File: config.mk
export PLATFORM = sky130hd
export DESIGN_NAME = ped_near
export DESIGN_NICKNAME = d
export VERILOG_FILES = /design/src/rtl/core/ped_pkg.sv /design/src/rtl/core/ped_near.sv
export SDC_FILE = /design/constraint.sdc
export NUM_CORES = 2
export LEC_CHECK = 0
export ABC_CLOCK_PERIOD_IN_PS = 15200
export BUFFER_PORTS_ARGS = -buffer_cell sky130_fd_sc_hd__buf_2
export CAP_MARGIN = 10
export CORE_ASPECT_RATIO = 0.7
export CORE_UTILIZATION = 65
export DETAILED_ROUTE_END_ITERATION = 8
export HOLD_SLACK_MARGIN = 0.06
export PLACE_DENSITY_LB_ADDON = 0.15
export SYNTH_ARGS = -nofsm -noshare
export SYNTH_HDL_FRONTEND = slang
export SYNTH_SLANG_ARGS = --single-unit
File: constraint.sdc
create_clock -name aclk -period 15.2 [get_ports aclk]
set_input_delay 1.52 -clock aclk [delete_from_list [all_inputs] [get_ports aclk]]
set_output_delay 1.52 -clock aclk [all_outputs]
set_load 0.1 [all_outputs]
File: src/rtl/core/ped_pkg.sv
// Shared types and codes for the palette error-diffusion ditherer.
package ped_pkg;

    localparam logic [1:0] OP_PALETTE = 2'd0;
    localparam logic [1:0] OP_TAP     = 2'd1;
    localparam logic [1:0] OP_PIXEL   = 2'd2;

    localparam logic [2:0] REG_IMAGE_WIDTH  = 3'd0;
    localparam logic [2:0] REG_IMAGE_HEIGHT = 3'd1;
    localparam logic [2:0] REG_PAL_COUNT    = 3'd2;
    localparam logic [2:0] REG_TAP_COUNT    = 3'd3;
    localparam logic [2:0] REG_ERR_DIVISOR  = 3'd4;
    localparam logic [2:0] REG_STRENGTH     = 3'd5;
    localparam logic [2:0] REG_SERPENTINE   = 3'd6;

    localparam int ERR_W = 24;

    typedef struct packed {
        logic [7:0] r;
        logic [7:0] g;
        logic [7:0] b;
    } rgb_t;

    typedef struct packed {
        logic       busy;
        logic [7:0] idx;
        rgb_t       color;
    } near_res_t;

endpackage

File: src/rtl/core/ped_near.sv
// Nearest-colour search pipeline: squared distance per entry, then running minimum.
module ped_near
    import ped_pkg::*;
#(
    parameter int VW = 25,
    parameter int F  = 8
) (
    input  logic                 aclk,
    input  logic                 aresetn,
    input  logic                 in_valid,
    input  logic [7:0]           in_idx,
    input  rgb_t                 in_color,
    input  logic signed [VW-1:0] v_r,
    input  logic signed [VW-1:0] v_g,
    input  logic signed [VW-1:0] v_b,
    output near_res_t            res
);

    localparam int SQW = 2 * VW - 2;
    localparam int SW  = 2 * VW;

    logic signed [VW-1:0]  d_r, d_g, d_b;
    logic signed [SW-1:0]  p_r, p_g, p_b;
    logic [SQW-1:0]        sq_r_reg, sq_g_reg, sq_b_reg;
    logic                  s2_valid_reg;
    logic [7:0]            s2_idx_reg;
    rgb_t                  s2_color_reg;
    logic [SW-1:0]         dist_sum;
    logic [SW-1:0]         best_d_reg;
    logic [7:0]            best_idx_reg;
    rgb_t                  best_color_reg;

    assign d_r = v_r - $signed({{(VW-8-F){1'b0}}, in_color.r, {F{1'b0}}});
    assign d_g = v_g - $signed({{(VW-8-F){1'b0}}, in_color.g, {F{1'b0}}});
    assign d_b = v_b - $signed({{(VW-8-F){1'b0}}, in_color.b, {F{1'b0}}});
    assign p_r = SW'(d_r) * SW'(d_r);
    assign p_g = SW'(d_g) * SW'(d_g);
    assign p_b = SW'(d_b) * SW'(d_b);

    always_ff @(posedge aclk) begin
        if (!aresetn) begin
            s2_valid_reg <= 1'b0;
        end else begin
            s2_valid_reg <= in_valid;
        end
    end

    always_ff @(posedge aclk) begin
        sq_r_reg     <= p_r[SQW-1:0];
        sq_g_reg     <= p_g[SQW-1:0];
        sq_b_reg     <= p_b[SQW-1:0];
        s2_idx_reg   <= in_idx;
        s2_color_reg <= in_color;
    end

    assign dist_sum = SW'(sq_r_reg) + SW'(sq_g_reg) + SW'(sq_b_reg);

    always_ff @(posedge aclk) begin
        if (s2_valid_reg && (s2_idx_reg == 8'd0 || dist_sum < best_d_reg)) begin
            best_d_reg     <= dist_sum;
            best_idx_reg   <= s2_idx_reg;
            best_color_reg <= s2_color_reg;
        end
    end

    assign res.busy  = s2_valid_reg;
    assign res.idx   = best_idx_reg;
    assign res.color = best_color_reg;

endmodule

==> results.py <==
metrics = {
    "floorplan": {
        "start_util_pct": 65.5,
        "rows": 101,
        "dieArea_mm2": 0.111,
        "coreArea_mm2": 0.108,
        "die_w_um": 397,
        "io_pins": 143,
        "die_h_um": 278,
    },
    "synthesis": {
        "synthArstFlopShare_pct": 0,
        "synth-edff-count": 82,
        "netlist-cell-type-count": 84,
        "yosys_warnings": 0,
        "synthTopCellsByArea": "fa_1 52%, inv_1 10%, ha_1 9.6%",
        "yosys.area.top_type": "fa_1",
        "synth-seq-area-share_pct": 8.38,
        "ys_ff_latch": 256,
        "synth_top_area_share_pct": 51.7,
        "synth_ff_type": "dfxtp_1",
        "syn_avg_cell_area_um2": 9.89,
        "synth_area_mm2": 0.0710,
        "synthCells": 7176,
    },
    "worst_setup_path": {
        "path_depth": 36,
        "ff2ff_setup_slack_ns": 8.53,
        "rr_startpoint": "sq_b_reg[4]",
        "cp_top_family": "adder cells",
        "path_buf_inv": 9,
        "crit_top_cell": "fa_1",
        "required_ns": 15.71,
        "cp-endpoint": "sq_r_reg[47]",
        "r2r_end": "best_d_reg[2]",
        "slowest_stage": "clkinv_1",
        "slowest_delay_ns": 0.90,
        "cp-start-kind": "primary input",
        "path_class": "primary input to register",
        "crit_fanout": 27,
        "endpoint_kind": "register",
        "cp-startpoint": "v_r[8]",
        "r2r_cells": 20,
        "cp.arrival_ns": 12.45,
    },
    "clock_network": {
        "postCtsSetupBuffers": 0,
        "ctsHoldBuffers": 0,
        "clk_latency_ns": 0.61,
        "htree_levels": 2,
        "cts_resized": 0,
        "cts-root-buf": "clkbuf_16",
        "numCtsBuffers": 35,
        "clock_sinks": 256,
        "clkSlewWorstSetupHoldPaths_ns": 0.07,
        "clock_path_buffers": 3,
        "tritoncts": "built",
    },
    "detailed_routing": {
        "initialDrtViolationCount": 4192,
        "ant_nets": 0,
        "via_count": 48700,
        "routed_wl_mm": 181,
        "drtPass1Iterations": 8,
        "drc": 14,
        "vias_per_cell": 5.60,
        "wire_per_inst_um": 20.8,
    },
    "global_routing": {
        "grt-busiest-layer": "met1",
        "track_usage_pct": 34.9,
        "grt_use_met1_pct": 52.7,
        "antenna_found_initial": 6,
        "grt_overflow": 0,
        "use_met2_pct": 48.2,
        "grt_pass1_wl_mm": 293,
        "grt_max_degree": 59,
        "grt_pass1_vias": 52800,
        "grt_util_met3_pct": 12.8,
    },
    "sta": {
        "slew_headroom_pct": 13.9,
        "setup_violations": 0,
        "fin_crit_sh_pct": 78.6,
        "slew_viol_final": 0,
        "rsz0062_at_grt": "no",
        "max_freq_mhz": 83.7,
        "worst_slew_pin_slew_ns": 1.28,
        "setup_tns_ns": 0,
        "finalClockSkew_ns": 0.0399,
        "finalHoldViolations": 0,
        "period_minus_slack_ns": 11.94,
    },
    "hold_path": {
        "min-delay-path-class": "register to register",
    },
    "final_layout": {
        "synthToLayoutAreaGrowth_pct": 4.91,
        "drive_gt1_share_pct": 4.28,
        "finalNetCount": 9713,
        "layout_commonest_cell": "inv_1",
        "largest_reg_flops": 50,
        "final_cell_mix": "1918 x inv_1, 1834 x fa_1, 550 x nand2_1",
        "nFillCells": 8376,
    },
    "placed_design": {
        "gp_congestion": 0.957,
        "dp_hpwl_mm": 152,
        "port_buffers": 142,
    },
    "flow_run": {
        "maxCapViolCount": 0,
    },
    "run_status": {
        "violations": "DRC",
        "run_status": "complete, but fails checks",
    },
}
-- worst reg2reg max path, stage by stage (launching register included) --
cell      delay [ns]
dfxtp_1         0.45
fa_1            0.47
ha_1            0.34
o21ai_1         0.11
a21oi_1         0.24
o21ai_0         0.28
a311oi_1        0.60
o221ai_2        0.29
o31ai_2         0.49
a32oi_1         0.24
a31oi_1         0.21
a21boi_0        0.38
ha_1            0.32
a21o_1          0.16
a21o_1          0.17
a21oi_1         0.23
nand3_1         0.11
a31oi_1         0.14
o21ai_0         0.17
a21boi_4        0.17
buf_4           0.70
-- per-layer routing --
metal / vias to the layer above / wire length, µm
li1: 21300 / -
met1: 24500 / 77600
met2: 2492 / 74500
met3: 320 / 24900
met4: 0 / 4260
met5: - / 0
-- through the flow --
stage	utilization (%)	cells	hold WS (ns)	cell area (µm²)	worst slack [ns]
floorplan	-	7177	0.386	71000	4.46
global placement	67.6	8629	0.386	73200	3.11
detailed placement	67.6	8629	0.389	73200	2.86
CTS	68.7	8692	0.397	74400	3.47
global route	68.7	8695	0.400	74400	2.65
finish	68.7	8696	0.401	74400	3.26
-- worst min-delay path by stage --
stage                                start  endpoint  cells after the start
after CTS                 s2_color_reg[19]   res[19]                      0
after global placement    s2_color_reg[13]   res[13]                      0
after detailed placement  s2_color_reg[12]   res[12]                      0
final                     s2_color_reg[12]   res[12]                      0
after floorplan            s2_color_reg[0]    res[0]                      0
after global routing      s2_color_reg[19]   res[19]                      0
-- cell usage after synthesis, drive strengths merged (11+ instances only) --
cell	instances
edfxtp	82
o211ai	12
nand4	26
a31oi	22
clkbuf	167
nor4	11
nor3	34
o21a	33
fa	1834
o21bai	23
buf	28
a211oi	25
dfxtp	174
a21boi	19
and3	22
o31ai	12
xor2	80
or2	20
ha	544
a21o	124
xnor2	185
a21oi	180
or3	13
o21ai	108
a211o	13
nor2b	51
clkinv	11
nand2b	71
inv	1922
and2	194
nor2	444
nand2	550
nand3	44
-- cell families after synthesis --
logic type / synth area share (%)
fa+ha+maj: 61.3
other cells: 0.0106
buf+inv: 11.3
flops: 8.38
compound gates: 5.82
simple gates: 9.77
mux: 0.130
xor+xnor: 3.27
-- cell type report --
cell class / count / area (µm²) / area share (%)
antenna: 3 / 7.51 / 0.0101
clock buffer: 48 / 1040 / 1.40
clock inverter: 15 / 141 / 0.190
inverter: 1933 / 7260 / 9.75
multi-input combinational: 4793 / 57100 / 76.6
sequential: 256 / 5950 / 7.99
tap: 1442 / 1800 / 2.42
timing repair buffer: 206 / 1190 / 1.60
Power is not shown: default switching activity piles up to over one toggle a cycle in this logic, so the estimate is an artifact.
