File: config.mk
export PLATFORM = sky130hd
export DESIGN_NAME = ped_div
export DESIGN_NICKNAME = d
export VERILOG_FILES = /design/src/rtl/core/ped_div.sv
export SDC_FILE = /design/constraint.sdc
export NUM_CORES = 1
export LEC_CHECK = 0
export ABC_CLOCK_PERIOD_IN_PS = 2300
export BUFFER_PORTS_ARGS = -buffer_cell sky130_fd_sc_hd__buf_2
export CORE_UTILIZATION = 35
export DETAILED_ROUTE_END_ITERATION = 16
export PLACE_DENSITY = 0.64
export SETUP_SLACK_MARGIN = 0.02
export SYNTH_ARGS = -nofsm -noshare
export SYNTH_HDL_FRONTEND = slang
export SYNTH_SLANG_ARGS = --single-unit
File: constraint.sdc
create_clock -name aclk -period 2.3 [get_ports aclk]
set_clock_uncertainty 0.05 [all_clocks]
set_input_delay 0.345 -clock aclk [delete_from_list [all_inputs] [get_ports aclk]]
set_output_delay 0.345 -clock aclk [all_outputs]
set_load 0.02 [all_outputs]
File: src/rtl/core/ped_div.sv
// Bit-serial restoring divider for the magnitude of one diffused error term.
module ped_div #(
    parameter int QW = 39
) (
    input  logic          aclk,
    input  logic          aresetn,
    input  logic          start,
    input  logic [QW-1:0] dividend,
    input  logic [15:0]   divisor,
    output logic          busy,
    output logic [QW-1:0] quotient
);

    localparam int CNW = $clog2(QW + 1);

    logic [CNW-1:0] cnt_reg;
    logic           busy_reg;
    logic [QW-1:0]  quo_reg;
    logic [15:0]    rem_reg;
    logic [15:0]    dvs_reg;
    logic [16:0]    trial;
    logic           fits;

    assign trial = {rem_reg, quo_reg[QW-1]};
    assign fits  = trial >= {1'b0, dvs_reg};

    always_ff @(posedge aclk) begin
        if (!aresetn) begin
            busy_reg <= 1'b0;
            cnt_reg  <= '0;
        end else if (start) begin
            busy_reg <= 1'b1;
            cnt_reg  <= CNW'(QW);
        end else if (busy_reg) begin
            cnt_reg <= cnt_reg - CNW'(1);
            if (cnt_reg == CNW'(1)) begin
                busy_reg <= 1'b0;
            end
        end
    end

    always_ff @(posedge aclk) begin
        if (start) begin
            quo_reg <= dividend;
            rem_reg <= '0;
            dvs_reg <= divisor;
        end else if (busy_reg) begin
            quo_reg <= {quo_reg[QW-2:0], fits};
            rem_reg <= fits ? 16'(trial - {1'b0, dvs_reg}) : trial[15:0];
        end
    end

    assign busy     = busy_reg;
    assign quotient = quo_reg;

endmodule

==> results.ini, run 1 <==
[status]
status=finished, violations left
violations=setup timing

[critical_path]
cp_data_arrival_time_ns=2.52
max_stage_delay_ns=0.41
cp_top_family=compound AO/OA/AOI/OAI gates
r2r_cells=9
worst-path-max-fanout=3
crit_path_end_kind=flop
criticalPathCategory=flop to flop
cp_num_buf_inv=0
crit_required_ns=2.48
startpoint_type=flop
r2r_slack_ns=-0.04
rr_endpoint=rem_reg[14]
cp_slowest_cell=edfxtp_1
crit_chain=ha_4, fa_2, nor2b_4, o2111ai_4, a21oi_2, a41o_1, a311oi_2, xnor2_1, o31a_1
r2r-start=dvs_reg[0]

[min_path]
hp-start=divisor[5]
worstHoldEndpoint=dvs_reg[5]
min_path_cells=1
hp-class=primary input to flop

[cells_and_area]
utilization_pct=48.9
largest_reg_flops=39
area_delta_synth_final_pct=33.5
fin_nets=545
diodes=0
fillers=1006
drive_gt1_share_pct=45.7

[clocking]
htree_levels=3
hold_buffers=0
cts-root-buf=clkbuf_16
cts_buffer_depth=2
clk_latency_ns=0.35
cts_tree=yes
clock_sinks=78
clkTransAtPathRegs_ns=0.06
numCtsBuffers=9

[die]
die_h_um=110
die-area_um2=12000
coreArea_um2=11100
initial_utilization_pct=36.7
pin_count=98
die_x_um=110
rows=38

[yosys]
synth_top_flop_cell=edfxtp_1
synth-async-reset-ratio_pct=0
avgSynthCellArea_um2=11.9
seq_area_frac_synth_pct=52.0
syn_area_um2=4060
ys_warn_count=0
synthDistinctLibCells=52
synthCells=341
synth_nets=418
synth_seq_cells=78
synth-edff-count=55

[drt]
wl_per_cell_um=14.8
drc=0
wl_um=9090
ant_nets=0
drt_iter0_markers=108
route.vias.total=3061
drt_first_pass_iters=4
routed_via_density=4.99

[global_routing]
grt_pass1_vias=3032
gr-usage-all-layers_pct=15.9
grt_pass1_wl_um=14400
grt_overflow=0
antenna_found_initial=0
grt_max_degree=82

[timing]
setup_ws_ns=-0.0394
finalCriticalPeriod_ns=2.34
slew_headroom_pct=39.3
drv_slew=0
fmax_ghz=0.427
tightest_slew_ns=0.910
tns_ns=-0.0611
finalHoldViolCount=0
rsz0062_at_grt=yes
post-route-period-util_pct=102
setup_viol=2

[power_and_ir_drop]
p_sw_share_pct=30.0
switchingPower_mw=1.26
peakVddDrop_mv=0.509
p_seq_share_pct=41.8
p_leak_nw=2.25
power.internal_mw=2.94
pwr-share-clk_pct=32.1
combPwrFrac_pct=26.1
powerDensity_nw_per_um2=774

[job]
drv_cap=0

[placement]
hpwl_um=6230
port_buffers=97
place_congestion=0.868

-- area by class of cell --
type / instances / area [um2] / area share (%)
sequential: 78 / 2110 / 39.0
clock buffer: 9 / 225 / 4.15
tap: 140 / 175 / 3.23
multi-input combinational: 224 / 2000 / 36.9
timing repair buffer: 129 / 758 / 14.0
clock inverter: 7 / 55.1 / 1.02
inverter: 26 / 97.6 / 1.80
-- cell families (layout without fill, tap and decap cells) --
group / count (synthesis) / in the layout / share of synthesized area [%]
adders and majority gates: 19 / 19 / 6.04
xor gates and xnor gates: 17 / 17 / 3.67
and+or+nand+nor: 68 / 69 / 8.53
DFF: 78 / 78 / 52.0
muxes: 50 / 50 / 13.5
AOI/OAI and AO/OA: 69 / 69 / 12.0
buffers and inverters: 40 / 171 / 4.31
-- per-stage QoR --
step / area, um2 / instances / power, mW / setup WS [ns] / hold WS, ns
floorplan: 4110 / 341 / 2.44 / -0.0647 / 0.394
global placement: 4900 / 588 / 2.74 / -0.0129 / 0.443
detailed placement: 4900 / 588 / 2.76 / -0.0546 / 0.450
CTS: 5290 / 610 / 4.16 / -0.0328 / 0.116
global route: 5420 / 613 / 4.40 / -0.144 / 0.114
finish: 5420 / 613 / 4.19 / -0.0394 / 0.126
-- how the worst max path moves through the flow --
stage | start | end | slack (ns) | cells after the start
2_1_floorplan | quotient[38] | rem_reg[14] | -0.06 | 10
3_3_place_gp | quotient[38] | rem_reg[14] | -0.01 | 10
3_5_place_dp | quotient[38] | rem_reg[14] | -0.05 | 10
4_1_cts | quotient[38] | rem_reg[14] | -0.03 | 10
5_1_grt | dvs_reg[0] | rem_reg[14] | -0.14 | 9
6_report | dvs_reg[0] | rem_reg[14] | -0.04 | 9
-- cell usage after synthesis, types with 7 or more instances --
cell / count / area [um2]
a211oi_1: 17 / 128
mux2_2: 38 / 428
xnor2_1: 11 / 96.3
o21a_1: 7 / 52.6
nand2_1: 12 / 45.0
inv_1: 26 / 97.6
a21oi_1: 16 / 80.1
edfxtp_1: 55 / 1650
dfxtp_1: 23 / 460
mux2i_1: 12 / 120
ha_1: 18 / 225
nor2_1: 25 / 93.8
-- power by group through the flow --
stage	registers, mW	logic (mW)	clock network [mW]
3_3_place_gp	1.77	0.973	0
6_report	1.75	1.09	1.35
4_1_cts	1.75	1.03	1.38
5_1_grt	1.77	1.19	1.43
3_5_place_dp	1.77	0.986	0
2_1_floorplan	1.86	0.580	0
-- layer usage --
layer / up-vias / wire (um) / GRT usage (%)
li1: 1527 / - / -
met1: 1439 / 4000 / 18.7
met2: 81 / 4320 / 26.1
met3: 14 / 591 / 5.45
met4: 0 / 180 / 7.24
met5: - / 0 / 0
-- cells in the final DEF (no fill, tap or decap), drive strengths merged, types with 2 or more instances in the layout --
master / count
buf: 129
edfxtp: 55
mux2: 38
inv: 30
nor2: 25
dfxtp: 23
ha: 18
a211oi: 17
a21oi: 16
nand2: 12
mux2i: 12
xnor2: 11
clkbuf: 9
o21a: 7
xor2: 6
o21ai: 5
a21o: 5
nor4: 5
nand3: 4
a311oi: 4
nand2b: 4
o211ai: 3
and2: 3
nand4: 2
nand4b: 2
o21bai: 2
and3: 2
nor3: 2
nor2b: 2
clkinv: 2
-- repair_timing --
item | 4_1_cts | 5_1_grt
buffers inserted | 5 | 3
pin swaps | 3 | 8
endpoints found under the setup margin | 11 | 17
gates resized for setup | 9 | 21
gates cloned | 1 | 0
No activity file was read; power rests on OpenSTA's default activity.
==> run 2, diff against run 1 <==
CTS_BUF_LIST = sky130_fd_sc_hd__clkbuf_2   (was not set)
==> results.ini, run 2 (synthesized netlist as in run 1, its figures left out) <==
[clocking]
clkTransAtPathRegs_ns=0.22  ; +0.16 ns
clock_sinks=78  ; unchanged
numCtsBuffers=9  ; unchanged
cts_tree=yes
cts-root-buf=clkbuf_2
clk_latency_ns=0.60  ; +0.25 ns
htree_levels=3  ; unchanged
cts_buffer_depth=2  ; unchanged

[die]
coreArea_um2=11100  ; unchanged
die-area_um2=12000  ; unchanged
die_x_um=110  ; unchanged
rows=38  ; unchanged
initial_utilization_pct=36.7  ; unchanged
pin_count=98  ; unchanged
die_h_um=110  ; unchanged

[timing]
setup_ws_ns=-0.0809  ; -0.0415 ns
post-route-period-util_pct=104  ; +1.8 points
setup_viol=10  ; +8
finalCriticalPeriod_ns=2.38  ; +0.0415 ns
tns_ns=-0.255  ; -0.194 ns
slew_headroom_pct=38.5  ; -0.79 points
tightest_slew_ns=0.922  ; +0.0119 ns
fmax_ghz=0.420  ; -1.7%
drv_slew=0  ; unchanged
rsz0062_at_grt=yes
finalHoldViolCount=0  ; unchanged

[drt]
drt_iter0_markers=134  ; +24%
drt_first_pass_iters=4  ; unchanged
routed_via_density=4.96  ; -0.76%
wl_per_cell_um=15.2  ; +2.8%
wl_um=10300  ; +13%
route.vias.total=3340  ; +9.1%
drc=0  ; unchanged
ant_nets=0  ; unchanged

[critical_path]
cp_slowest_cell=edfxtp_1
worst-path-max-fanout=3  ; unchanged
cp_top_family=compound AO/OA/AOI/OAI gates
cp_data_arrival_time_ns=2.84  ; +0.32 ns
startpoint_type=flop
crit_required_ns=2.76  ; +0.28 ns
crit_chain=ha_4, fa_2, nor2b_4, o2111ai_4, a21oi_2, a41o_1, a311oi_2, xnor2_1, o31a_1
max_stage_delay_ns=0.46  ; +0.05 ns
crit_path_end_kind=flop
cp_num_buf_inv=0  ; unchanged
criticalPathCategory=flop to flop

[job]
drv_cap=0  ; unchanged

[global_routing]
antenna_found_initial=0  ; unchanged
grt_overflow=0  ; unchanged
grt_pass1_vias=3357  ; +11%
grt_max_degree=82  ; unchanged
gr-usage-all-layers_pct=17.0  ; +1.1 points
grt_pass1_wl_um=15600  ; +8.1%

[cells_and_area]
stdcell_area_um2=5830  ; +7.5%
area_delta_synth_final_pct=43.5
multiInputGateArea_um2=1990  ; -0.38%
final_cells=674  ; +10%
diodes=0  ; unchanged
largest_reg_flops=39  ; unchanged
fin_nets=606  ; +11%
seqCellArea_um2=2110  ; about the same
drive_gt1_share_pct=42.1  ; -3.5 points
mostFrequentLayoutCells=buf_2 (97), dlygate4sd3_1 (56), edfxtp_1 (55), mux2_2 (38), buf_4 (34)
utilization_pct=52.6  ; +3.7 points
fillers=946  ; -6.0%
final_common_cell=buf_2

[min_path]
hp-class=primary input to flop

[placement]
hpwl_um=6230  ; unchanged
dpl_cell_area_um2=4900  ; unchanged
port_buffers=97  ; unchanged
place_congestion=0.868  ; unchanged
place_ws_ns=-0.0546  ; unchanged
placed_cells=588  ; unchanged

[power_and_ir_drop]
powerDensity_nw_per_um2=625  ; -19%
peakVddDrop_mv=0.469  ; -7.9%
p_leak_nw=2.42  ; +7.8%

[status]
violations=setup timing
status=finished, violations left

run 2: changes by cell type in the layout (fill, tap and decap cells not counted), moves of 2 or more:
cell,previous run,this run
buf_4,28,34
clkbuf_16,9,0
clkbuf_2,0,9
dlygate4sd3_1,0,56
inv_1,23,21
inv_2,3,5
run 2: report_power, final:
| part | total [mW] | switching [mW] | internal (mW) | leakage, nW |
|---|---|---|---|---|
| Sequential | 1.75 | 0.0903 | 1.66 | 0.739 |
| Combinational | 1.19 | 0.593 | 0.596 | 1.62 |
| Clock | 0.701 | 0.545 | 0.156 | 0.0613 |
| Total | 3.64 | 1.23 | 2.42 | 2.42 |
run 2: per-layer routing:
metal | wire length, um | global-route usage (%) | vias to the layer above | share of wire (%)
met4 | 174 | 6.76 | 0 | 1.7
met1 | 4450 | 20.2 | 1566 | 43
li1 | - | - | 1644 | -
met3 | 636 | 5.69 | 20 | 6.2
met2 | 5010 | 28.4 | 110 | 49
met5 | 0 | 0 | - | 0
run 2: worst paths after layout:
check	cells after the start	slack (ns)	from	endpoint
worst max-delay path	9	-0.08	dvs_reg[0]	rem_reg[14]
worst min-delay path	2	0.27	start	dvs_reg[9]
worst max register to register	9	-0.08	dvs_reg[0]	rem_reg[14]
worst min register to register	2	0.47	rem_reg[2]	rem_reg[2]
run 2: worst register-to-register path, stage by stage (launching register included):
cell and delay, ns:
edfxtp_1 0.46, ha_4 0.18, fa_2 0.37, nor2b_4 0.17
o2111ai_4 0.15, a21oi_2 0.20, a41o_1 0.23, a311oi_2 0.13
xnor2_1 0.14, o31a_1 0.23
run 2: timing repair:
item / 4_1_cts / 5_1_grt
pin swaps: 6 / 8
endpoints found under the setup margin: 12 / 17
hold buffers: 55 / 1
gates cloned: 1 / 0
setup buffers: 5 / 8
hold endpoints to repair: 61 / 1
gates resized for setup: 8 / 24
run 2: per-stage QoR:
| step | hold slack, ns | total power [mW] |
|---|---|---|
| global route | 0.257 | 3.84 |
| global placement | 0.443 | 2.74 |
| detailed placement | 0.450 | 2.76 |
| floorplan | 0.394 | 2.44 |
| CTS | 0.00595 | 3.57 |
| finish | 0.272 | 3.64 |
run 2: cell type report:
type / count / share of cell area, %
Tap cell: 140 / 3.00
Sequential cell: 78 / 36.3
Clock inverter: 7 / 0.944
Clock buffer: 9 / 0.773
Multi-Input combinational cell: 224 / 34.1
Timing Repair Buffer: 190 / 23.2
Inverter: 26 / 1.67
